[src/hbsfc_pkg.sv]
// Package for the half / bfloat16 / single format converter.
// Holds the action codes, format constants, pipeline stage types and a small helper.
// No dependencies.
package hbsfc_pkg;

    typedef enum logic [1:0] {
        ACT_H2S = 2'd0,
        ACT_S2H = 2'd1,
        ACT_B2S = 2'd2,
        ACT_S2B = 2'd3
    } action_t;

    localparam logic [4:0]        H_EXP_ALL    = 5'h1F;
    localparam logic [7:0]        S_EXP_ALL    = 8'hFF;
    localparam logic [7:0]        H2S_BIAS_ADJ = 8'd112;
    localparam logic [7:0]        H2S_SUB_EXP  = 8'd113;
    localparam logic signed [8:0] S2H_BIAS_ADJ = 9'sd112;
    localparam logic signed [8:0] S2H_TINY_MIN = -9'sd10;
    localparam logic signed [8:0] S2H_EXP_MAX  = 9'sd31;
    localparam logic [9:0]        H_QUIET      = 10'h200;
    localparam logic [14:0]       H_INF_MAG    = 15'h7C00;
    localparam logic [31:0]       BF_ROUND     = 32'h0000_7FFF;
    localparam logic [15:0]       BF_QUIET     = 16'h0040;
    localparam logic [31:0]       S_NAN_MASK   = 32'h7FC0_0000;
    localparam logic [31:0]       S_SNAN_EXP   = 32'h7F80_0000;

    typedef struct packed {
        logic s1;
        logic s2;
        logic s3;
    } pipe_en_t;

    typedef struct packed {
        action_t            act;
        logic [31:0]        operand;
        logic [3:0]         h_shift;
        logic signed [8:0]  s_exp;
        logic               s_tiny;
        logic               s_sub;
        logic               s_big;
        logic [3:0]         s_rsh;
        logic               b_snan;
    } stage1_t;

    typedef struct packed {
        logic [31:0] base;
        logic        rnd;
    } stage2_t;

    // Normalizing shift for a half subnormal fraction: one more than the
    // number of leading zeros in the 10-bit field.
    function automatic logic [3:0] half_norm_shift(input logic [9:0] frac);
        logic [3:0] n;
        n = 4'd0;
        for (int i = 0; i < 10; i++)
        begin
            if (frac[i])
            begin
                n = 4'(10 - i);
            end
        end
        return n;
    endfunction

endpackage

[src/half_bfloat_single_format_converter_unit.sv]
// Top level of the half / bfloat16 / single format converter.
// Depends on hbsfc_pkg and hbsfc_core; holds the stream handshake and stage valid bits.
//
// The unit takes one request per clock when the output side is not stalled
// and returns the results in order. The three register stages (classify,
// shift and align, round and pack) each hold one request, so up to three
// requests are in flight and a stall on the output backs up through the
// stages without losing or repeating anything.
module half_bfloat_single_format_converter_unit (
    input  logic        clk,
    input  logic        rst_n,
    input  logic        s_axis_tvalid,
    output logic        s_axis_tready,
    input  logic [31:0] s_axis_tdata,   // [31:0] operand
    input  logic [1:0]  s_axis_tuser,   // [1:0] action
    output logic        m_axis_tvalid,
    input  logic        m_axis_tready,
    output logic [31:0] m_axis_tdata    // [31:0] converted
);
    import hbsfc_pkg::*;

    logic     v1_reg;
    logic     v2_reg;
    logic     v3_reg;
    logic     rdy1;
    logic     rdy2;
    logic     rdy3;
    pipe_en_t en;

    assign rdy3 = !v3_reg || m_axis_tready;
    assign rdy2 = !v2_reg || rdy3;
    assign rdy1 = !v1_reg || rdy2;

    assign en.s1 = rdy1 && s_axis_tvalid;
    assign en.s2 = rdy2 && v1_reg;
    assign en.s3 = rdy3 && v2_reg;

    always_ff @(posedge clk or negedge rst_n)
    begin
        if (!rst_n)
        begin
            v1_reg <= 1'b0;
            v2_reg <= 1'b0;
            v3_reg <= 1'b0;
        end
        else
        begin
            if (rdy1)
            begin
                v1_reg <= s_axis_tvalid;
            end
            if (rdy2)
            begin
                v2_reg <= v1_reg;
            end
            if (rdy3)
            begin
                v3_reg <= v2_reg;
            end
        end
    end

    hbsfc_core u_core (
        .clk        (clk),
        .en         (en),
        .in_action  (action_t'(s_axis_tuser)),
        .in_operand (s_axis_tdata),
        .converted  (m_axis_tdata)
    );

    assign s_axis_tready = rdy1;
    assign m_axis_tvalid = v3_reg;

    logic in_acc;
    logic out_acc;

    assign in_acc  = s_axis_tvalid && s_axis_tready;
    assign out_acc = m_axis_tvalid && m_axis_tready;

    a_full_when_blocked: assert property (@(posedge clk) disable iff (!rst_n)
        !s_axis_tready |-> (v1_reg && v2_reg && v3_reg))
        else $error("input blocked while a stage is empty");

    a_accept_fills_s1: assert property (@(posedge clk) disable iff (!rst_n)
        in_acc |=> v1_reg)
        else $error("accepted request not held in first stage");

    a_s2_held: assert property (@(posedge clk) disable iff (!rst_n)
        (v2_reg && !rdy3) |=> v2_reg)
        else $error("second stage request dropped during stall");

    a_occupancy: assert property (@(posedge clk) disable iff (!rst_n)
        $past(rst_n) |->
        ($countones({v1_reg, v2_reg, v3_reg}) + int'($past(out_acc))
         == $past($countones({v1_reg, v2_reg, v3_reg})) + int'($past(in_acc))))
        else $error("request count in flight does not match handshakes");

endmodule

[src/hbsfc_core.sv]
// Three-stage datapath of the format converter: classify, shift/align, round/pack.
// Depends on hbsfc_pkg; stage enables come from the handshake control in the top level.
module hbsfc_core (
    input  logic                clk,
    input  hbsfc_pkg::pipe_en_t en,
    input  hbsfc_pkg::action_t  in_action,
    input  logic [31:0]         in_operand,
    output logic [31:0]         converted
);
    import hbsfc_pkg::*;

    stage1_t     s1_reg;
    stage1_t     s1_next;
    stage2_t     s2_reg;
    stage2_t     s2_next;
    logic [31:0] converted_reg;
    logic [31:0] converted_next;

    always_comb
    begin
        s1_next         = '0;
        s1_next.act     = in_action;
        s1_next.operand = in_operand;
        s1_next.h_shift = half_norm_shift(in_operand[9:0]);
        s1_next.s_exp   = $signed({1'b0, in_operand[30:23]}) - S2H_BIAS_ADJ;
        s1_next.s_tiny  = s1_next.s_exp < S2H_TINY_MIN;
        s1_next.s_sub   = s1_next.s_exp <= 9'sd0;
        s1_next.s_big   = s1_next.s_exp >= S2H_EXP_MAX;
        s1_next.s_rsh   = 4'(9'sd1 - s1_next.s_exp);
        s1_next.b_snan  = ((in_operand & S_NAN_MASK) == S_SNAN_EXP)
                          && (in_operand[22:0] != 23'd0);
    end

    always_ff @(posedge clk)
    begin
        if (en.s1)
        begin
            s1_reg <= s1_next;
        end
    end

    logic [31:0] op;
    logic [9:0]  h_frac;
    logic [4:0]  h_exp;
    logic [9:0]  h_norm;
    logic [23:0] s_mant;
    logic [31:0] b_sum;

    assign op     = s1_reg.operand;
    assign h_frac = op[9:0];
    assign h_exp  = op[14:10];
    assign h_norm = h_frac << s1_reg.h_shift;
    assign s_mant = {1'b1, op[22:0]} >> s1_reg.s_rsh;
    assign b_sum  = op + BF_ROUND + {31'd0, op[16]};

    always_comb
    begin
        s2_next = '0;
        case (s1_reg.act)
            ACT_H2S:
            begin
                if (h_exp == 5'd0)
                begin
                    if (h_frac == 10'd0)
                    begin
                        s2_next.base = {op[15], 31'd0};
                    end
                    else
                    begin
                        s2_next.base = {op[15], H2S_SUB_EXP - {4'd0, s1_reg.h_shift},
                                        h_norm, 13'd0};
                    end
                end
                else if (h_exp == H_EXP_ALL)
                begin
                    s2_next.base = {op[15], S_EXP_ALL, h_frac, 13'd0};
                end
                else
                begin
                    s2_next.base = {op[15], {3'd0, h_exp} + H2S_BIAS_ADJ, h_frac, 13'd0};
                end
            end
            ACT_S2H:
            begin
                if (s1_reg.s_tiny)
                begin
                    s2_next.base = {16'd0, op[31], 15'd0};
                end
                else if (s1_reg.s_sub)
                begin
                    s2_next.base = {16'd0, op[31], 4'd0, s_mant[23:13]};
                    s2_next.rnd  = s_mant[12];
                end
                else if (s1_reg.s_big)
                begin
                    if ((op[30:23] == S_EXP_ALL) && (op[22:0] != 23'd0))
                    begin
                        s2_next.base = {16'd0, op[31], H_EXP_ALL, op[22:13] | H_QUIET};
                    end
                    else
                    begin
                        s2_next.base = {16'd0, op[31], H_INF_MAG};
                    end
                end
                else
                begin
                    s2_next.base = {16'd0, op[31], s1_reg.s_exp[4:0], op[22:13]};
                    s2_next.rnd  = op[12];
                end
            end
            ACT_B2S:
            begin
                s2_next.base = {op[15:0], 16'd0};
            end
            ACT_S2B:
            begin
                if (s1_reg.b_snan)
                begin
                    s2_next.base = {16'd0, op[31:16] | BF_QUIET};
                end
                else
                begin
                    s2_next.base = {16'd0, b_sum[31:16]};
                end
            end
            default:
            begin
                s2_next.base = '0;
            end
        endcase
    end

    always_ff @(posedge clk)
    begin
        if (en.s2)
        begin
            s2_reg <= s2_next;
        end
    end

    // A rounding carry out of the half fraction lands in the exponent, and
    // from the largest finite half it lands exactly on infinity.
    assign converted_next = s2_reg.base + {31'd0, s2_reg.rnd};

    always_ff @(posedge clk)
    begin
        if (en.s3)
        begin
            converted_reg <= converted_next;
        end
    end

    assign converted = converted_reg;

endmodule
[config.mk]
export PLATFORM = sky130hd
export DESIGN_NAME = half_bfloat_single_format_converter_unit
export DESIGN_NICKNAME = d
export VERILOG_FILES = /design/src/hbsfc_pkg.sv /design/src/half_bfloat_single_format_converter_unit.sv /design/src/hbsfc_core.sv
export SDC_FILE = /design/constraint.sdc
export NUM_CORES = 1
export LEC_CHECK = 0
export BUFFER_PORTS_ARGS = -buffer_cell sky130_fd_sc_hd__buf_4
export CAP_MARGIN = 20
export CORE_MARGIN = 2
export CORE_UTILIZATION = 40
export DETAILED_ROUTE_END_ITERATION = 10
export PLACE_DENSITY = 0.55
export SYNTH_ARGS = -nofsm -noshare
export SYNTH_HDL_FRONTEND = slang
export SYNTH_SLANG_ARGS = --single-unit
[constraint.sdc]
create_clock -name clk -period 2.35 [get_ports clk]
set_input_delay 0.47 -clock clk [delete_from_list [all_inputs] [get_ports clk]]
set_output_delay 0.47 -clock clk [all_outputs]
set_load 0.1 [all_outputs]
# Word level (Yosys, flattened, before mapping)
# Index checks and enable logic that the tools add are counted.
# word_totals
n_memories	0
ramBits	0
output_inout_bits	34
ff_bits	119
elab_cells	74
latchBits	0
romBits	0
# op_classes
order_cmp	3
n_shift	2
n_mux	19
bitwise	1
n_eq_ne	6
div	0
add_sub_neg	7
n_reduce_logical	19
n_mul	0
# op_table
cell	n
case mux 32 bit (4 select lines)	1
2-to-1 mux 31 bit	3
adder 32 x 1 -> 32 bit	2
nonzero test 23 bit	2
adder 32 x 15 -> 32 bit (second input constant)	1
2-to-1 mux 16 bit	2
2-to-1 mux 15 bit	2
right shift 24 x 4 -> 24 bit	1
2-to-1 mux 3 bit	4
2-to-1 mux 4 bit	3
logical NOT 10 bit	1
2-to-1 mux 10 bit	1
<< shifter 10 x 4 -> 10 bit	1
== test 9 bit (second input constant)	1
>= comparator 9 x 6 -> 1 bit (second input constant)	1
<= comparator 9 x 1 -> 1 bit (second input constant)	1
< comparator 9 x 5 -> 1 bit (second input constant)	1
subtractor 8 x 7 -> 9 bit (second input constant)	1
adder 5 x 7 -> 8 bit (second input constant)	1
== test 8 bit (second input constant)	1
subtractor 7 x 4 -> 8 bit (first input constant)	1
OR reduction 7 bit	1
== test 5 bit (second input constant)	1
logical AND 1 bit	5
12 further kinds	18

# Depth between registers and ports, before layout
# depth
ltp_word	9
depth_mapped	8
depth_no_buf	7

# By module
# A second synthesis with hierarchy kept.
# unflattened
cells_unflattened	556
hier_area_um2	6352.3
# modules_own_cells
mod	seq_area_each_um2	cells_each	n_inst	area_per_inst_um2
hbsfc_core	3333.2	544	1	6211.0
half_bfloat_single_format_converter_unit	75.1	12	1	141.4

# Worst setup path after synthesis
# OpenSTA, ideal clock, no wires.
# synth_path
kind	register to register
startpoint	register v3_reg (netlist: m_axis_tvalid)
endpoint	register u_core.s1_reg (netlist bit u_core.op[0]), enable pin
arrival_time_ns	2.937
stages_incl_launch_ff	4
t_required_ns	1.882
slack_ns	-1.054
period_less_slack_ns	3.404
setup_ns	0.468
cell_sequence	dfrtp_1 > nor2b_1 > nand3_1 > and2_1
# synth_lines
element	line_no	source
from (decl)	half_bfloat_single_format_converter_unit.sv:24	logic v3_reg;
from (signal assigned)	half_bfloat_single_format_converter_unit.sv:58	v3_reg <= v2_reg;
to (signal assigned)	hbsfc_core.sv:38	s1_reg <= s1_next;
to (decl)	hbsfc_core.sv:12	stage1_t s1_reg;

==> summary.txt <==
Worst setup path
  – Critical Path AT: 2.44 ns
  – CP peak stage delay: 0.56 ns
  – CP max-delay cell: or4_4
  – Top delay family on crit path: simple AND/OR/NAND/NOR gates
  – Startpoint Class: register
  – R2r setup slk: 0.06 ns
  – Crit path capture type: register
  – Worst Path Buf+Inv: 1
  – CP Data Required Time: 2.50 ns
  – CP Max Fanout: 5
  – WS Path Type: reg2reg
  – Crit path cell chain: or4_4 -> nor4_4 -> buf_4 -> a31o_4 -> nand2_4 -> a311o_1

Status
  – Outcome: complete, no violations

Finish
  – Diode count: 0
  – Layout cell share with drive strength beyond 1: 25.5%
  – Nets: 696
  – Finished Layout Cells: 874
  – Largest register FFs: 33
  – Area Growth Syn to Fin: 23.7%

Synthesis
  – Post-Syn Nets: 600
  – Mapped Avg Cell Area: 11.4 sq um
  – Mapped Cells: 554
  – Ys async rst share: 2.63%
  – Synth Cell Area: 0.00632 sq mm
  – Post-synth EDFFs: 111
  – Count of state elements after synthesis: 114
  – YS warnings: 0
  – Main synth FF type: edfxtp_1
  – Post-synth cell types: 62
  – Seq/Total Area, Yosys: 53.9%

Timing
  – Final Hold Vio Count: 0
  – Hold slack: 0.239 ns
  – Period utilization: 97.3%
  – Fin crit period: 2.29 ns
  – Setup TNS: 0 ns
  – Worst Tran Pin Value: 0.610 ns
  – Slew headroom: 59.3%
  – Clock Skew: 0.00742 ns
  – Max Slew Vio Count: 0
  – Final number of setup-violating endpoints: 0
  – RSZ-0062 raised after global routing: false
  – Fmax achieved: 437 MHz

GRT
  – Largest net degree at the start of global routing: 47
  – Total GRT Usage: 19.1%
  – Antenna violations before repair: 0
  – Total congestion overflow: 0
  – First-pass GRT wire length: 24.5 mm
  – Vias in the first global route: 4589

Routing
  – DR pass1 iterations: 5
  – Drt wl/cell: 17.4 um
  – Routed vias: 4769
  – DR iter-0 viols: 354
  – Total wire length: 15.2 mm
  – Residual DRC: 0
  – Vias per inst: 5.46
  – Final ANT Viol Nets: 0

Floorplanning
  – Initial Utilization: 41.3%
  – Die Ht: 130 um
  – Die area: 0.0168 sq mm
  – DIE WIDTH: 130 um
  – Number of top-level pins: 72
  – Core area: 0.0153 sq mm
  – FP Rows: 45

Clock tree
  – H-Tree Depth: 4
  – Worst skew pair latency: 0.41 ns
  – CTS root buf: clkbuf_16
  – CTS sink count: 114
  – CTS tree: yes
  – CTS Buffer Depth: 2
  – Reg clk slew, reported paths: 0.05 ns
  – Cts bufs inserted: 17

Pwr
  – PD cells: 794 mW/mm^2
  – Max IR drop VDD: 0.481 mV
  – LEAKAGE: 0.00289 uW

Flow run
  – Max-Cap Viols: 0

Place
  – RePlAce Congestion: 0.903
  – DP HPWL: 11.4 mm
  – Port Buffers: 71
  – Cells after DPL: 840

Worst hold path
  – HP Class: in2reg
[metrics by stage]
step                      setup slack [ns]  total power, uW  cell area (sq um)  utilization, %
after floorplan                      0.101             3550               6330               -
after global placement               0.110             3920               7260            47.4
after detailed placement            0.0387             3930               7260            47.4
after CTS                           0.0321             6260               7810            51.0
after global routing               0.00473             6450               7820            51.1
final                               0.0643             6210               7820            51.1
[cells in the final DEF (no fill, tap or decap), drive strengths merged, types with 8 or more instances in the layout]
master and count:
mux2i 15, and2 9, clkbuf 21, edfxtp 111, buf 105, mux4 11, inv 24, o21ai 18
ha 8, xor2 16, nor2 40, nand3 22, nor3 16, nand4 13, clkinv 9, nand2 42
a211oi 9, a21oi 24, nor4 11, xnor2 28, a31oi 8, nand2b 8, o22ai 9
[worst register-to-register path, cell delays in order, from the launching register on]
cell	delay [ns]
edfxtp_1	0.45
or4_4	0.56
nor4_4	0.27
buf_4	0.19
a31o_4	0.16
nand2_4	0.06
a311o_1	0.35
[power by group]
part | switching [uW] | internal (uW) | total, uW
Clock | 855 | 1470 | 2320
Combinational | 852 | 379 | 1230
Sequential | 172 | 2490 | 2660
[worst paths after layout]
check	startpoint	endpoint	cells past startpoint
hold reg to reg	v1_reg	v2_reg	1
hold / removal	s_axis_tuser[1]	u_core.s1_reg[54]	1
setup reg to reg	u_core.op[7]	u_core.s2_reg[6]	6
setup / recovery	u_core.op[7]	u_core.s2_reg[6]	6
max in group asynchronous	rst_n	m_axis_tvalid	2
min in group asynchronous	rst_n	m_axis_tvalid	2
[synth_stat cells, types with 2 or more instances]
master | number | share of area [%]
a211o_1 | 3 | 0.42
a211oi_1 | 9 | 1.1
a21boi_0 | 2 | 0.24
a21oi_1 | 24 | 1.9
a221oi_1 | 3 | 0.42
a311o_1 | 2 | 0.32
a31o_2 | 5 | 0.69
a31oi_1 | 8 | 0.79
and2_1 | 9 | 0.89
and3_1 | 4 | 0.40
and4_1 | 5 | 0.69
buf_2 | 5 | 0.40
clkbuf_1 | 22 | 1.3
clkinv_1 | 2 | 0.12
dfrtp_1 | 3 | 1.2
edfxtp_1 | 111 | 53
ha_1 | 8 | 1.6
inv_1 | 24 | 1.4
mux2_2 | 4 | 0.71
mux2i_1 | 15 | 2.4
mux4_2 | 11 | 3.9
nand2_1 | 41 | 2.4
nand2b_1 | 8 | 0.79
nand3_1 | 22 | 1.7
nand4_1 | 13 | 1.3
nor2_1 | 40 | 2.4
nor2b_1 | 5 | 0.49
nor3_1 | 16 | 1.3
nor3b_1 | 2 | 0.24
nor4_1 | 10 | 0.99
o21ai_0 | 18 | 1.4
o21bai_1 | 2 | 0.24
o221ai_1 | 2 | 0.28
o22ai_1 | 9 | 0.89
o31a_1 | 3 | 0.42
o32ai_1 | 4 | 0.55
o41ai_1 | 2 | 0.28
or2_2 | 5 | 0.49
or3_1 | 4 | 0.40
or4_1 | 5 | 0.59
xnor2_1 | 28 | 3.9
xor2_1 | 16 | 2.2
[metal layers]
metal | GRT usage (%) | up-vias | part of all wire [%]
li1 | - | 2311 | -
met1 | 26.4 | 2254 | 46
met2 | 29.9 | 185 | 47
met3 | 3.16 | 19 | 5.2
met4 | 8.03 | 0 | 1.6
met5 | 0 | - | 0
[layout make-up]
cell class	instances	area [sq um]
Multi-Input combinational cell	385	2710
Clock inverter	11	91.3
Inverter	26	97.6
Clock buffer	21	450
Tap cell	211	264
Sequential cell	114	3410
Fill cell	1362	7490
Timing Repair Buffer	106	798
[cell families (layout without fill, tap and decap cells)]
group                      Yosys count  in the layout  share of synthesized area [%]
AOI/OAI and AO/OA                  108            108                           11.8
buffers and inverters               55            164                           3.42
muxes                               30             30                           7.01
and+or+nand+nor                    195            195                           16.2
xor gates and xnor gates            44             44                           6.10
DFF                                114            114                           53.9
adders and majority gates            8              8                           1.58
[repair_timing]
action                                 CTS  global route
gates resized for setup                  0             1
setup endpoints to repair                0             4
endpoints found under the hold margin    3             0
hold buffers                             1             0
setup buffers                            0             1
(Power assumes the default switching activity.)
